<file path="config.mk">
export PLATFORM = sky130hd
export DESIGN_NAME = surs_queue
export DESIGN_NICKNAME = d
export VERILOG_FILES = /design/src/rtl/core/surs_pkg.sv /design/src/rtl/core/surs_queue.sv
export SDC_FILE = /design/constraint.sdc
export NUM_CORES = 1
export LEC_CHECK = 0
export ABC_AREA = 1
export BUFFER_PORTS_ARGS = -buffer_cell sky130_fd_sc_hd__buf_2
export CORE_UTILIZATION = 25
export CTS_BUF_LIST = sky130_fd_sc_hd__clkbuf_16
export CTS_CLUSTER_DIAMETER = 100
export DETAILED_ROUTE_END_ITERATION = 6
export HOLD_SLACK_MARGIN = 0.08
export PLACE_DENSITY = 0.51
export SLEW_MARGIN = 20
export SYNTH_ARGS = -nofsm -noshare
export SYNTH_HDL_FRONTEND = slang
export SYNTH_SLANG_ARGS = --single-unit
export TNS_END_PERCENT = 5
</file>
<file path="constraint.sdc">
create_clock -name clk_i -period 13.7 [get_ports clk_i]
set_input_delay 2.055 -clock clk_i [delete_from_list [all_inputs] [get_ports clk_i]]
set_output_delay 2.055 -clock clk_i [all_outputs]
set_load 0.05 [all_outputs]
</file>
<file path="src/rtl/core/surs_pkg.sv">
// Package for the seeded uniform range sampler: constants, types, mixer constants.
// No dependencies.
package surs_pkg;
  localparam logic [63:0] GoldenStep   = 64'h9e3779b97f4a7c15;
  localparam logic [63:0] MixMulA      = 64'hbf58476d1ce4e5b9;
  localparam logic [63:0] MixMulB      = 64'h94d049bb133111eb;
  localparam logic [63:0] SaltDisperse = 64'h5745504e2d444953;
  localparam logic [63:0] SaltRecoil   = 64'h5745504e2d524543;
  localparam int unsigned QueueDepth   = 2;

  localparam logic [31:0] BoundReset   = 32'd3141592654;
  localparam logic [31:0] VersionReset = 32'd1;
  localparam logic [7:0]  LimitReset   = 8'd16;

  typedef enum logic [1:0] {
    CfgBound   = 2'd0,
    CfgVersion = 2'd1,
    CfgLimit   = 2'd2
  } cfg_idx_e;

  typedef enum logic [1:0] {
    StOk       = 2'd0,
    StRangeErr = 2'd1,
    StChanErr  = 2'd2
  } status_e;

  // Work item handed from the classifier to the draw engine.
  typedef struct packed {
    logic        draw;    // draws needed
    logic [63:0] state;   // unprimed generator state
    logic [33:0] span;    // hi - lo + 1
    logic [32:0] low;
    logic [32:0] sample;  // result when no draw is needed
    status_e     status;
  } job_t;
endpackage

</file>
<file path="src/rtl/core/surs_queue.sv">
// Short job queue between the front end and the draw engine.
// Depends on surs_pkg.
module surs_queue #(
  parameter int unsigned Depth = surs_pkg::QueueDepth
) (
  input  logic           clk_i,
  input  logic           rst_ni,
  input  logic           push_i,
  output logic           full_o,
  input  surs_pkg::job_t data_i,
  input  logic           pop_i,
  output logic           empty_o,
  output surs_pkg::job_t data_o
);
  localparam int unsigned Aw = (Depth > 1) ? $clog2(Depth) : 1;
  surs_pkg::job_t     mem_q [Depth];
  logic [Aw-1:0]      wr_q, rd_q;
  logic [Aw:0]        cnt_q;

  assign full_o  = cnt_q == (Aw+1)'(Depth);
  assign empty_o = cnt_q == '0;
  assign data_o  = mem_q[rd_q];

  always_ff @(posedge clk_i or negedge rst_ni) begin
    if (!rst_ni) begin
      wr_q  <= '0;
      rd_q  <= '0;
      cnt_q <= '0;
    end else begin
      if (push_i) wr_q <= (wr_q == Aw'(Depth - 1)) ? '0 : wr_q + 1'b1;
      if (pop_i)  rd_q <= (rd_q == Aw'(Depth - 1)) ? '0 : rd_q + 1'b1;
      cnt_q <= cnt_q + (Aw+1)'(push_i) - (Aw+1)'(pop_i);
    end
  end

  always_ff @(posedge clk_i) begin
    if (push_i) mem_q[wr_q] <= data_i;
  end
endmodule

</file>
==> out/results.ini <==
[status]
outcome = finished clean

[sta]
drv_slew = 0
hold_slack_ps = 554.7
setup_viol = 0
maxSlewHeadroom_pct = 34.72
post-route-period-util_pct = 40.24
hold_viol = 0
layout_min_cycle_time_ps = 5513
setup_tns_ps = 0
clock_skew_ps = 11.35
tightest_slew_ps = 979.2
max_freq_mhz = 181.4
rsz0062_at_grt = no

[logic_synthesis]
synthesis.area_sq_mm = 0.01261
synth_cell_types = 14
yosysTopAreaCell = edfxtp_1
syn_inst = 897
ys_seq_area_share_pct = 80.36
syn_nets = 1070
ys_seq_elements = 338
yosys_warnings = 0
synthTopCellsByArea = edfxtp_1 80%, inv_1 5.2%, nand2_1 5.2%, o21ai_0 3.5%, o21ai_1 3.1%
synth_top_area_share_pct = 79.56
avgSynthCellArea_sq_um = 14.05

[clock_network]
postCtsHoldBufs = 0
cts_max_level = 2
numCtsBuffers = 38
post_cts_buffers = 0
clkLatencyLatePin_ps = 540
clk_path_buf_depth = 3
cts_resized = 0
cts_tree = yes
root_buffer = clkbuf_16
clkSinkCount = 338
clk_pin_slew_ps = 60

[worst_setup_path]
worstPathRequired_ps = 11640
arrival_ps = 3460
critPathCaptureType = output port
rrSetupSlack_ps = 11180
crit_path_start_kind = flip-flop
worstPathMaxFanout = 91
critPathKind = flip-flop to output port

[routing]
wire_per_inst_microns = 13.84
dr_total_vias = 7546
drc_errors = 0
drt_iter0_drc = 339
firstDrtPassIters = 4
finalWirelength_microns = 26860
ant_nets = 0
via_per_inst = 3.890

[placement]
dp.cells = 1871
numPortBuffers = 339
gp_congestion = 0.7020
hpwl_microns = 17650

[finish]
area_growth_syn_to_layout_pct = 28.03
fillers = 4966
drive_gt1_share_pct = 31.24
fin_nets = 1420
postLayoutCoreUtil_pct = 32.70
layoutNonFillerInstCount = 1940

[floorplan]
die-area_sq_mm = 0.05132
ios = 340
core_sq_mm = 0.04936
start_util_pct = 25.54
die_w_microns = 226.6
rows = 81
dieHeight_microns = 226.6

[power_and_ir_drop]
peakVddDrop_mv = 0.1484
powerDensity_mw_per_mm2 = 255.4
p_leak_nw = 6.795

[global_routing]
grt_max_degree = 101
antenna_found_initial = 6
first_global_vias = 7279
grtUsageTotal_pct = 10.12
grt_pass1_wl_microns = 39700
overflow = 0

[min_path]
hold_class = flip-flop to flip-flop

[run]
maxCapViolCount = 0

[layout by cell type (no fill, tap or decap)]
cell       synthesis  final
buf_4              1      8
dfrtp_4            0      1
clkinv_2           0      2
o21ai_0           89     89
clkbuf_16          0     39
bufinv_16          0      4
nor2_4             0      1
inv_6              0      2
edfxtp_1         334    334
xor2_1             2      2
nand2_1          173    173
nand3_1            1      1
o21ai_1           78     78
ha_1               2      2
buf_2              7    339
nor2_1             3      2
clkinv_1           0      5
diode_2            0      2
dfrtp_1            4      3
clkinv_4           0      2
inv_1            174    187
[where the power goes]
| group | internal, mW | total (mW) | switching [mW] |
|---|---|---|---|
| logic | 0.304 | 1.70 | 1.40 |
| clock network | 0.589 | 0.982 | 0.393 |
| registers | 1.37 | 1.44 | 0.0644 |
| total | 2.27 | 4.12 | 1.85 |
[through the flow]
stage          power, mW  setup WS, ps  area [sq um]
2_1_floorplan      2.835          3923         12610
3_3_place_gp       3.181          8724         14930
3_5_place_dp       3.193          8676         14930
4_1_cts            4.195          8070         16130
5_1_grt            4.337          7779         16130
6_report           4.122          8187         16140
[path summary, 6_finish.rpt]
kind | startpoint | endpoint | cells after the start
setup / recovery | rd_q | data_o[98] | 5
hold / removal | wr_q | wr_q | 1
setup reg to reg | wr_q | mem_q[0][17] | 3
hold reg to reg | wr_q | wr_q | 1
max in group asynchronous | rst_ni | rd_q | 1
min in group asynchronous | rst_ni | wr_q | 1
[layout make-up]
class	instances	area (sq um)	share of cell area (%)
Timing Repair Buffer	347	1757	10.88
Antenna cell	2	5.005	0.03101
Inverter	174	658.1	4.078
Clock buffer	39	975.9	6.047
Tap cell	664	830.8	5.148
Clock inverter	28	227.7	1.411
Sequential cell	338	10130	62.79
Multi-Input combinational cell	348	1551	9.613
[synthesized netlist by cell type (all sizes together)]
library cell / number
dfrtp: 4
inv: 174
o21ai: 167
nand2: 173
nand3: 1
xor2: 2
clkbuf: 12
buf: 25
ha: 2
edfxtp: 334
nor2: 3
[critical path: stages, from the launching register on]
cell	delay, ps
dfrtp_4	760
buf_4	760
buf_4	730
nand2_1	90
o21ai_1	130
buf_2	290
[layer usage]
metal	global-route usage (%)	vias to the layer above	share of wire (%)	routed length, microns
met2	15.96	229	46	12390
met3	4.859	54	10	2754
li1	-	3734	-	-
met1	11.82	3521	41	10990
met5	0	-	0.22	58
met4	3.901	8	2.5	658
[registers in the layout, indices dropped and copies added, names as in the netlist]
register / count
wr_q: 1
cnt_q: 2
mem_q: 334
rd_q: 1
[cell families after synthesis]
group / synth area share (%)
AO/OA/AOI/OAI: 6.630
XOR/XNOR: 0.1390
buffers and inverters: 7.395
adder cells (fa/ha/maj): 0.1985
flip-flops: 80.36
AND/OR/NAND/NOR: 5.280
(Power assumes the default switching activity.)
