`src/rtl/core/surs_pkg.sv`:
```
// Package for the seeded uniform range sampler: constants, types, mixer constants.
// No dependencies.
package surs_pkg;
  localparam logic [63:0] GoldenStep   = 64'h9e3779b97f4a7c15;
  localparam logic [63:0] MixMulA      = 64'hbf58476d1ce4e5b9;
  localparam logic [63:0] MixMulB      = 64'h94d049bb133111eb;
  localparam logic [63:0] SaltDisperse = 64'h5745504e2d444953;
  localparam logic [63:0] SaltRecoil   = 64'h5745504e2d524543;
  localparam int unsigned QueueDepth   = 2;

  localparam logic [31:0] BoundReset   = 32'd3141592654;
  localparam logic [31:0] VersionReset = 32'd1;
  localparam logic [7:0]  LimitReset   = 8'd16;

  typedef enum logic [1:0] {
    CfgBound   = 2'd0,
    CfgVersion = 2'd1,
    CfgLimit   = 2'd2
  } cfg_idx_e;

  typedef enum logic [1:0] {
    StOk       = 2'd0,
    StRangeErr = 2'd1,
    StChanErr  = 2'd2
  } status_e;

  // Work item handed from the classifier to the draw engine.
  typedef struct packed {
    logic        draw;    // draws needed
    logic [63:0] state;   // unprimed generator state
    logic [33:0] span;    // hi - lo + 1
    logic [32:0] low;
    logic [32:0] sample;  // result when no draw is needed
    status_e     status;
  } job_t;
endpackage

```
`src/rtl/core/surs_front.sv`:
```
// Front end: accepts requests, checks range and channel, builds a job.
// Depends on surs_pkg.
module surs_front (
  input  logic              clk_i,
  input  logic              rst_ni,
  input  logic [31:0]       bound_i,
  input  logic [31:0]       version_i,
  input  logic              in_valid_i,
  output logic              in_ready_o,
  input  logic [63:0]       seed_i,
  input  logic [1:0]        channel_i,
  input  logic [32:0]       range_low_i,
  input  logic [32:0]       range_high_i,
  output logic              job_valid_o,
  input  logic              job_ready_i,
  output surs_pkg::job_t    job_o
);
  logic               valid_q;
  surs_pkg::job_t     job_q, job_d;
  logic signed [33:0] lo, hi, bnd;

  assign lo  = {range_low_i[32], range_low_i};
  assign hi  = {range_high_i[32], range_high_i};
  assign bnd = {2'b00, bound_i};
  assign in_ready_o = !valid_q || job_ready_i;

  always_comb begin
    job_d        = '0;
    job_d.low    = range_low_i;
    job_d.span   = 34'(hi - lo + 34'sd1);
    job_d.state  = seed_i ^ (channel_i[0] ? surs_pkg::SaltRecoil : surs_pkg::SaltDisperse)
                   ^ {version_i, 32'd0};
    job_d.status = surs_pkg::StOk;
    if (lo < -bnd || hi > bnd || lo > hi) begin
      job_d.status = surs_pkg::StRangeErr;
    end else if (channel_i[1]) begin
      job_d.status = surs_pkg::StChanErr;
    end else if (lo == hi) begin
      job_d.sample = range_low_i;
    end else begin
      job_d.draw = 1'b1;
    end
  end

  always_ff @(posedge clk_i or negedge rst_ni) begin
    if (!rst_ni) begin
      valid_q <= 1'b0;
    end else if (in_ready_o) begin
      valid_q <= in_valid_i;
    end
  end

  always_ff @(posedge clk_i) begin
    if (in_ready_o && in_valid_i) begin
      job_q <= job_d;
    end
  end

  assign job_valid_o = valid_q;
  assign job_o       = job_q;
endmodule

```
`config.mk`:
```
export PLATFORM = sky130hd
export DESIGN_NAME = surs_front
export DESIGN_NICKNAME = d
export VERILOG_FILES = /design/src/rtl/core/surs_pkg.sv /design/src/rtl/core/surs_front.sv
export SDC_FILE = /design/constraint.sdc
export NUM_CORES = 1
export LEC_CHECK = 0
export BUFFER_PORTS_ARGS = -buffer_cell sky130_fd_sc_hd__buf_2
export CAP_MARGIN = 20
export CORE_MARGIN = 10
export CORE_UTILIZATION = 30
export DETAILED_ROUTE_END_ITERATION = 8
export PLACE_DENSITY = 0.59
export SYNTH_ARGS = -nofsm -noshare
export SYNTH_HDL_FRONTEND = slang
export SYNTH_SLANG_ARGS = --single-unit
```
`constraint.sdc`:
```
create_clock -name clk_i -period 9.6 [get_ports clk_i]
set_input_delay 1.44 -clock clk_i [delete_from_list [all_inputs] [get_ports clk_i]]
set_output_delay 1.44 -clock clk_i [all_outputs]
set_load 0.02 [all_outputs]
```
==> flow_summary.toml <==
[run_status]
status = "finished, final reports clean"

[synth]
synth_area_sq_um = 10800
ys.flop_type = "edfxtp_1"
async_flop_share_pct = 0.595
seq_area_frac_synth_pct = 46.7
syn_inst = 958
ys_ff_latch = 168
synth.distinct_cells = 62
ys_top_cells_by_area = "edfxtp_1, ha_1, xnor2_1, inv_1, a21oi_1"
synth_warnings = 0
avgSynthCellArea_sq_um = 11.3
syn_nets = 1321
yosysTopAreaCell = "edfxtp_1"
yosysTopAreaCellShare_pct = 46.4
synth-edff-count = 167

[pwr]
p_sw_mw = 0.634
p_int_mw = 1.50
p_seq_share_pct = 41.7
leakagePower_nw = 6.46
combPwrFrac_pct = 24.0
powerDensity_nw_per_um2 = 155
clkPwrFrac_pct = 34.3
power_mw = 2.14
vdd_drop_max_mv = 0.121
netSwitchingFraction_pct = 29.7

[route]
drtAntennaViolNets = 0
drtIter0Drc = 418
avgRoutedWirePerCell_microns = 20.4
drcViolationCount = 0
vias = 8709
vias_per_cell = 4.81
firstDrtPassIters = 5
finalWirelength_mm = 37.0

[sta]
fmax_mhz = 170
setup_viol = 0
period_minus_slack_ps = 5880
grt_setup_unrepaired = "no"
finalSetupTns_ps = 0
worst_pin_slew_ps = 865
maxSlewHeadroom_pct = 42.3
skew_ps = 8.70
hold_viol_final = 0
post-route-period-util_pct = 61.3
fin_ws_ps = 3720
slew_violations = 0

[layout]
multi_input_area_sq_um = 5260
final_common_cell = "buf_2"
nFillCells = 3562
nets = 1696
final_layout_size_suffix_gt1_share_pct = 30.9
final_cell_mix = "buf_2, edfxtp_1, ha_1"
ff_latch_area_sq_um = 5040
fin_util_pct = 38.8
area_delta_synth_final_pct = 27.9

[floorplan]
die_w_microns = 210
start_util_pct = 30.4
die_h_microns = 210
dieArea_sq_um = 44000
ioPinCount = 369
core_sq_um = 35600
num_rows = 69

[setup_path]
rrSetupSlack_ps = 7380
end_kind = "flip-flop"
worst_path_dominant_cell_family = "simple AND/OR/NAND/NOR gates"
cp.required_ps = 9800
path_buf_inv = 2
crit_arrival_ps = 6090
cp_slowest_stage_delay_ps = 590
path_class = "in -> reg"
critPathMaxFanout = 21
path_cells = "buf_2, or4_4, nand3b_2, nor2_4, nand2_1, or2_4, nand2b_4, or3_4, xnor2_2, ha_1, and4_1, a21oi_1, o21ai_0, a211oi_1, mux2i_1, o22ai_2, buf_4, nor3_1, and2_1"
critPathLaunchType = "primary input"
slowest_stage = "o22ai_2"

[global_route]
grt_pass1_wl_mm = 54.2
grt_overflow_total = 0
antenna_found_initial = 14
grt_max_degree = 68
grt_pass1_vias = 8888
grtUsageTotal_pct = 16.3

[clock_network]
ctsHoldBuffers = 0
cts_tree = "yes"
clk_pin_slew_ps = 70
numCtsBuffers = 17
ctsResizeCount = 0
post-cts-setup-buffer-count = 0
htree_levels = 4
clk_latency_ps = 450
clockBufferDepth = 2
ctsRootBufferMaster = "clkbuf_16"
cts.sinks = 168

[place]
dpl.hpwl_mm = 30.9
dpl_worst_slack_ps = 3220
gp_congestion = 0.913
port_buffers = 368

[min_path]
holdCritPathClass = "reg -> reg"

[job]
cap_violations = 0
## synthesized netlist by cell type, drive strengths merged, types with 2 or more instances
cell and count:
a211o 3, clkbuf 13, o21a 10, or3 5, a21o 31, o31a 3, a311o 2, nor3 17
nand2 39, o21bai 4, nor2b 10, o2111ai 3, ha 161, a21oi 55, o31ai 5, a2111oi 3
fa 2, nand3 21, nor4 41, or4 3, a211oi 9, mux2i 2, o21ai 20, and2 3
a21boi 2, and4 4, buf 3, edfxtp 167, xnor2 59, nand3b 2, nor2 41, a221oi 3
or2 3, xor2 31, o221ai 3, nand4 20, o211ai 2, inv 120, nand2b 10, and3 8
a31oi 2
## area by class of cell
class / instances / share of cell area [%]
Clock buffer: 18 / 3.11
Multi-Input combinational cell: 654 / 38.1
Inverter: 120 / 3.26
Clock inverter: 12 / 1.29
Tap cell: 461 / 4.17
Timing Repair Buffer: 372 / 13.5
Sequential cell: 168 / 36.5
Antenna cell: 5 / 0.0906
## sequential cells by signal (all words and copies together) (netlist names)
register	flops
job_o	167
job_valid_o	1
## cell families after synthesis
group / Yosys count / share of synthesized area [%]
simple gates: 228 / 11.5
compound gates: 171 / 10.6
flops: 168 / 46.7
fa+ha+maj: 163 / 19.0
buf+inv: 136 / 4.76
xor+xnor: 90 / 7.37
mux: 2 / 0.185
## path summary, 6_finish.rpt
check / start / end / cells past startpoint
worst max register to register: job_valid_o$_DFFE_PN0N_ / job_o[57]$_DFFE_PP_ / 3
max in group asynchronous: rst_ni / job_valid_o$_DFFE_PN0N_ / 1
worst min-delay path: job_valid_o$_DFFE_PN0N_ / job_valid_o$_DFFE_PN0N_ / 2
min in group asynchronous: rst_ni / job_valid_o$_DFFE_PN0N_ / 1
worst min register to register: job_valid_o$_DFFE_PN0N_ / job_valid_o$_DFFE_PN0N_ / 2
worst max-delay path: bound_i[0] / job_o[34]$_SDFFCE_PP0P_ / 19
## per-stage QoR
stage	hold WS, ps	cell area [sq um]	cells
2_1_floorplan	783	10800	958
5_1_grt	599	13800	1807
4_1_cts	548	13800	1805
3_3_place_gp	510	13200	1775
6_report	557	13800	1810
3_5_place_dp	530	13200	1775
## worst register-to-register path, cell delays in order, from the launching register on
cell,delay [ps]
dfrtp_1,370
nand2b_1,120
and2_4,500
buf_4,760
## power by group through the flow
stage | Combinational [mW] | Sequential (mW) | Clock (mW)
global placement | 0.513 | 0.905 | 0
CTS | 0.521 | 0.891 | 0.755
floorplan | 0.246 | 0.981 | 0
finish | 0.513 | 0.890 | 0.732
detailed placement | 0.517 | 0.906 | 0
global route | 0.568 | 0.895 | 0.781
## metal layers
layer	global-route usage, %	share of wire (%)	vias up
li1	-	-	4284
met1	19.3	42	4089
met2	27.6	49	282
met3	5.24	7.2	38
met4	4.64	1.5	16
met5	0	0.30	-
(Power assumes the default switching activity.)
