## src/rtl/core/surs_pkg.sv

```systemverilog
// Package for the seeded uniform range sampler: constants, types, mixer constants.
// No dependencies.
package surs_pkg;
  localparam logic [63:0] GoldenStep   = 64'h9e3779b97f4a7c15;
  localparam logic [63:0] MixMulA      = 64'hbf58476d1ce4e5b9;
  localparam logic [63:0] MixMulB      = 64'h94d049bb133111eb;
  localparam logic [63:0] SaltDisperse = 64'h5745504e2d444953;
  localparam logic [63:0] SaltRecoil   = 64'h5745504e2d524543;
  localparam int unsigned QueueDepth   = 2;

  localparam logic [31:0] BoundReset   = 32'd3141592654;
  localparam logic [31:0] VersionReset = 32'd1;
  localparam logic [7:0]  LimitReset   = 8'd16;

  typedef enum logic [1:0] {
    CfgBound   = 2'd0,
    CfgVersion = 2'd1,
    CfgLimit   = 2'd2
  } cfg_idx_e;

  typedef enum logic [1:0] {
    StOk       = 2'd0,
    StRangeErr = 2'd1,
    StChanErr  = 2'd2
  } status_e;

  // Work item handed from the classifier to the draw engine.
  typedef struct packed {
    logic        draw;    // draws needed
    logic [63:0] state;   // unprimed generator state
    logic [33:0] span;    // hi - lo + 1
    logic [32:0] low;
    logic [32:0] sample;  // result when no draw is needed
    status_e     status;
  } job_t;
endpackage

```

## src/rtl/core/surs_back.sv

```systemverilog
// Draw engine: splitmix64 with a sequenced multiplier, serial 64-bit modulo.
// Depends on surs_pkg.
module surs_back (
  input  logic           clk_i,
  input  logic           rst_ni,
  input  logic [7:0]     limit_i,
  input  logic           job_valid_i,
  output logic           job_ready_o,
  input  surs_pkg::job_t job_i,
  output logic           res_valid_o,
  input  logic           res_ready_i,
  output logic [32:0]    sample_o,
  output logic [1:0]     status_o
);
  typedef enum logic [9:0] {
    SIdle  = 10'b0000000001,
    SLimit = 10'b0000000010,
    SAdd   = 10'b0000000100,
    SMulA  = 10'b0000001000,
    SMulB  = 10'b0000010000,
    SFin   = 10'b0000100000,
    SCheck = 10'b0001000000,
    SMod   = 10'b0010000000,
    SOut   = 10'b0100000000,
    SHold  = 10'b1000000000
  } state_e;

  state_e       state_q, state_d;
  logic [63:0]  st_q, z_q, acc_q, lim_q, rem_q, quo_q;
  logic [33:0]  span_q;
  logic [32:0]  low_q, out_s_q, hold_s_q;
  logic [1:0]   out_st_q, hold_st_q;
  logic [7:0]   tries_q;
  logic [1:0]   part_q;     // 32-bit partial product counter
  logic [6:0]   bit_q;      // modulo bit counter
  logic         primed_q;   // first draw is discarded
  logic         limit_mode_q;
  logic         out_valid_q;
  logic [63:0]  mul_k;
  logic [31:0]  mul_a;
  logic [31:0]  mul_b;
  logic [63:0]  pp;
  logic [64:0]  trial;
  logic [63:0]  rem_sh;
  logic [63:0]  dividend;

  assign job_ready_o = state_q == SIdle;
  assign res_valid_o = out_valid_q;
  assign sample_o    = out_s_q;
  assign status_o    = out_st_q;

  // Multiplier: three 32x32 partial products, low 64 bits of z*k kept.
  assign mul_k = (state_q == SMulA) ? surs_pkg::MixMulA : surs_pkg::MixMulB;
  always_comb begin
    case (part_q)
      2'd0:    begin mul_a = z_q[31:0];  mul_b = mul_k[31:0];  end
      2'd1:    begin mul_a = z_q[63:32]; mul_b = mul_k[31:0];  end
      default: begin mul_a = z_q[31:0];  mul_b = mul_k[63:32]; end
    endcase
  end
  assign pp = mul_a * mul_b;

  // Restoring divider step: dividend bits fed MSB first from quo_q.
  assign dividend = quo_q;
  assign rem_sh   = {rem_q[62:0], dividend[63]};
  assign trial    = {rem_q, dividend[63]} - {31'd0, span_q};

  always_ff @(posedge clk_i or negedge rst_ni) begin
    if (!rst_ni) begin
      state_q     <= SIdle;
      out_valid_q <= 1'b0;
    end else begin
      if (state_q == SHold && (!out_valid_q || res_ready_i)) begin
        out_valid_q <= 1'b1;
      end else if (out_valid_q && res_ready_i) begin
        out_valid_q <= 1'b0;
      end
      case (state_q)
        SIdle: begin
          if (job_valid_i) begin
            st_q     <= job_i.state;
            span_q   <= job_i.span;
            low_q    <= job_i.low;
            tries_q  <= '0;
            primed_q <= 1'b0;
            if (job_i.draw) begin
              quo_q        <= '1;
              rem_q        <= '0;
              bit_q        <= '0;
              limit_mode_q <= 1'b1;
              state_q      <= SLimit;
            end else begin
              hold_s_q  <= job_i.sample;
              hold_st_q <= job_i.status;
              state_q   <= SHold;
            end
          end
        end
        SLimit, SMod: begin
          // One quotient bit per cycle; only the remainder is needed.
          if (!trial[64]) rem_q <= trial[63:0];
          else            rem_q <= rem_sh;
          quo_q <= {quo_q[62:0], 1'b0};
          bit_q <= bit_q + 7'd1;
          if (bit_q == 7'd63) begin
            state_q <= (state_q == SLimit) ? SAdd : SOut;
          end
        end
        SAdd: begin
          if (limit_mode_q) begin
            lim_q        <= 64'hFFFF_FFFF_FFFF_FFFF - rem_q;
            limit_mode_q <= 1'b0;
          end
          st_q    <= st_q + surs_pkg::GoldenStep;
          z_q     <= (st_q + surs_pkg::GoldenStep)
                     ^ ((st_q + surs_pkg::GoldenStep) >> 30);
          part_q  <= '0;
          acc_q   <= '0;
          state_q <= SMulA;
        end
        SMulA, SMulB: begin
          if (part_q == 2'd0) acc_q <= pp;
          else                acc_q <= acc_q + {pp[31:0], 32'd0};
          part_q <= (part_q == 2'd2) ? 2'd0 : part_q + 2'd1;
          if (part_q == 2'd2) begin
            if (state_q == SMulA) begin
              z_q     <= (acc_q + {pp[31:0], 32'd0})
                         ^ ((acc_q + {pp[31:0], 32'd0}) >> 27);
              state_q <= SMulB;
            end else begin
              z_q     <= acc_q + {pp[31:0], 32'd0};
              state_q <= SFin;
            end
          end
        end
        SFin: begin
          z_q     <= z_q ^ (z_q >> 31);
          state_q <= SCheck;
        end
        SCheck: begin
          if (!primed_q) begin
            primed_q <= 1'b1;
            state_q  <= SAdd;
          end else if (z_q >= lim_q && (tries_q + 8'd1) < limit_i) begin
            tries_q <= tries_q + 8'd1;
            state_q <= SAdd;
          end else begin
            quo_q   <= z_q;
            rem_q   <= '0;
            bit_q   <= '0;
            state_q <= SMod;
          end
        end
        SOut: begin
          hold_s_q  <= 33'(low_q + rem_q[32:0]);
          hold_st_q <= surs_pkg::StOk;
          state_q   <= SHold;
        end
        SHold: begin
          // The finished result waits here until the output register is free.
          if (!out_valid_q || res_ready_i) begin
            out_s_q  <= hold_s_q;
            out_st_q <= hold_st_q;
            state_q  <= SIdle;
          end
        end
        default: state_q <= SIdle;
      endcase
    end
  end
endmodule

```

## config.mk

```make
export PLATFORM = sky130hd
export DESIGN_NAME = surs_back
export DESIGN_NICKNAME = d
export VERILOG_FILES = /design/src/rtl/core/surs_pkg.sv /design/src/rtl/core/surs_back.sv
export SDC_FILE = /design/constraint.sdc
export NUM_CORES = 2
export LEC_CHECK = 0
export ABC_CLOCK_PERIOD_IN_PS = 15800
export BUFFER_PORTS_ARGS = -buffer_cell sky130_fd_sc_hd__buf_2
export CELL_PAD_IN_SITES_DETAIL_PLACEMENT = 0
export CELL_PAD_IN_SITES_GLOBAL_PLACEMENT = 1
export CORE_MARGIN = 10
export CORE_UTILIZATION = 35
export CTS_CLUSTER_DIAMETER = 100
export DETAILED_ROUTE_END_ITERATION = 7
export GPL_TIMING_DRIVEN = 0
export PLACE_DENSITY_LB_ADDON = 0.15
export SYNTH_ARGS = -nofsm -noshare
export SYNTH_HDL_FRONTEND = slang
export SYNTH_SLANG_ARGS = --single-unit
export TNS_END_PERCENT = 20
```

## constraint.sdc

```tcl
create_clock -name clk_i -period 15.8 [get_ports clk_i]
set_input_delay 3.95 -clock clk_i [delete_from_list [all_inputs] [get_ports clk_i]]
set_output_delay 3.95 -clock clk_i [all_outputs]
set_load 0.01 [all_outputs]
```

==> run_results.csv <==
group,metric,value,unit
critical_path,worst_path_largest_cell_delay,0.72,ns
hold_path,min_path_cells,0,
floorplanning,die_area,0.192,sq mm
critical_path,worst_path_most_repeated_cell,"fa_1",
critical_path,cp-startpoint,"state_q[5]",
critical_path,rr_startpoint,"state_q[5]",
critical_path,critPathArrivalTime,15.82,ns
drt,avgViaCountPerCell,5.27,
floorplanning,initial_core_util,35.2,%
critical_path,criticalPathCategory,"reg -> reg",
floorplanning,ios,216,
place,place_ws,-0.597,ns
sta,finalHoldViolCount,0,
drt,drc,0,
hold_path,min-delay-start,"hold_s_q[3]",
run_status,outcome,"finished with violations",
critical_path,critical_path.startpoint_type,"flop",
final_layout,layout_commonest_cell,"inv_1",
critical_path,path_max_fanout,11,
place,place_hpwl,205000,um
critical_path,worstSetupEndpointType,"flop",
clock_tree,hold_buffers,0,
sta,whs,0.416,ns
sta,tightest_slew,1.48,ns
drt,dr.pass1.iters,6,
sta,slew_violations,1,
critical_path,worstPathRequired,16.18,ns
clock_tree,clock_path_buffers,3,
drt,drtIter0Drc,4186,
drt,final_antenna_net_count,0,
clock_tree,clk_pin_slew,0.07,ns
synth,avgSynthCellArea,10.1,sq um
synth,ys.flop_type,"edfxtp_1",
floorplanning,rows,153,
floorplanning,fp.dieW,438,um
final_layout,syn_to_final_growth,10.6,%
sta,period_needed,15.44,ns
run_status,violations,"capacitance limit, slew limit",
clock_tree,post_cts_buffers,0,
global_routing,grt_pass1_vias,48400,
sta,slew_headroom,-1.53,%
critical_path,r2r_cells,43,
critical_path,ff2ff_setup_slack,0.36,ns
synth,synth_nets,7574,
global_routing,grt_pass1_wl,348000,um
sta,fin_ws,0.364,ns
clock_tree,cts_tree,"done",
drt,vias,46000,
clock_tree,cts.sinks,551,
synth,seq_area_frac_synth,27.0,%
synth,synth_seq_cells,551,
final_layout,final_area,0.0676,sq mm
global_routing,grt_overflow_total,0,
sta,max_freq,64.8,MHz
sta,min_period_over_period,97.7,%
final_layout,stdcell_count,8733,
place,io_buffers,215,
clock_tree,root_buffer,"clkbuf_16",
floorplanning,die_h,438,um
clock_tree,cts_buffers,58,
final_layout,drive_above_1_share,6.89,%
place,place_area,0.0655,sq mm
synth,ys_async_sr_fraction,2.00,%
drt,drt-wirelength-per-cell,27.6,um
hold_path,hold_path.class,"reg -> reg",
global_routing,antenna_found_initial,16,
final_layout,final_cell_mix,"inv_1, fa_1, edfxtp_1",
sta,finalSetupViolations,0,
synth,synthCells,6061,
synth,synth_warnings,0,
floorplanning,core_area,0.174,sq mm
place,gp_congestion,0.979,
clock_tree,htree_levels,2,
synth,synth_cell_types,89,
clock_tree,clock_latency,0.66,ns
sta,rsz0062_at_grt,"false",
global_routing,grt_usage,24.8,%
global_routing,grt_max_degree,68,
place,placed_cells,8618,
critical_path,cpMaxStageDelayCell,"buf_1",
drt,wl,241000,um
job,drv_cap,1,
sta,worst_clock_skew,0.0359,ns
synth,synth_edf_count,540,
synth,synth_area,0.0611,sq mm
final_layout,fin_nets,7866,
[Yosys cell counts (all sizes together), types with 25 or more instances]
master,number,area [sq um]
a211oi,28,210
a21o,132,991
a21oi,257,1290
a22oi,67,508
a31oi,26,163
and2,65,407
buf,31,124
clkbuf,156,586
edfxtp,540,16200
fa,826,16500
ha,508,6360
inv,1168,4380
mux2,38,428
mux2i,49,490
nand2,469,1760
nand2b,61,382
nand3,70,355
nand4,34,219
nor2,429,1610
nor2b,30,188
nor3,89,455
o21a,25,188
o21ai,253,1270
o21bai,25,188
o22ai,36,225
or2,31,194
xnor2,191,1670
xor2,120,1050
[cells by family (layout without fill, tap and decap cells)]
group / count (synthesis) / after routing / synth area share [%]
AOI/OAI and AO/OA: 1011 / 1011 / 10.5
xor gates and xnor gates: 312 / 312 / 4.50
adders and majority gates: 1334 / 1334 / 37.5
buffers and inverters: 1361 / 1702 / 8.38
DFF: 551 / 551 / 27.0
muxes: 87 / 87 / 1.50
other: 0 / 6 / 0
and+or+nand+nor: 1405 / 1405 / 10.6
[layer usage]
layer | share of wire, % | vias to the layer above | GRT usage, %
met5 | 0.029 | - | 0
met4 | 4.0 | 10 | 8.16
met3 | 5.8 | 329 | 3.04
met2 | 47 | 1528 | 41.0
met1 | 43 | 23600 | 33.7
li1 | - | 20600 | -
[critical path: cells and delay by family, from the launching register on]
family | cells | cell delay (ns)
adders and majority gates | 11 | 5.00
xor gates and xnor gates | 3 | 1.27
AOI/OAI and AO/OA | 5 | 1.69
and+or+nand+nor | 12 | 2.97
buffers and inverters | 12 | 3.77
DFF | 1 | 0.42
[worst paths after layout]
kind,end
max reg2reg,z_q[31]
min,sample_o[3]
min in group asynchronous,state_q[6]
max in group asynchronous,state_q[0]
min reg2reg,sample_o[3]
max,z_q[31]
[flip-flops by register name (all words and copies together) (netlist names), 7 cells and up]
register	count
acc_q	64
dividend	64
lim_q	64
rem_q	64
st_q	64
z_q	64
span_q	34
hold_s_q	33
low_q	33
sample_o	33
state_q	10
tries_q	8
bit_q	7
[through the flow]
| step | utilization [%] | TNS [ns] |
|---|---|---|
| floorplan | - | 0 |
| global route | 38.9 | 0 |
| finish | 38.9 | 0 |
| detailed placement | 37.7 | -4.37 |
| CTS | 38.9 | 0 |
| global placement | 37.5 | -6.64 |
[repair_timing]
item,in CTS,in global routing
endpoints found under the hold margin,0,0
gates resized for setup,3,5
endpoints found under the setup margin,14,14
[layout make-up]
| type | instances | area (sq um) |
|---|---|---|
| multi-input combinational | 4149 | 39600 |
| sequential | 551 | 16500 |
| timing repair buffer | 232 | 1430 |
| buffer | 187 | 716 |
| tap | 2325 | 2910 |
| fill | 17700 | 106000 |
| clock buffer | 66 | 1480 |
| inverter | 1174 | 4410 |
| antenna | 6 | 15.0 |
| clock inverter | 43 | 538 |
Power is not shown: default switching activity piles up to over one toggle a cycle in this logic, so the estimate is an artifact.
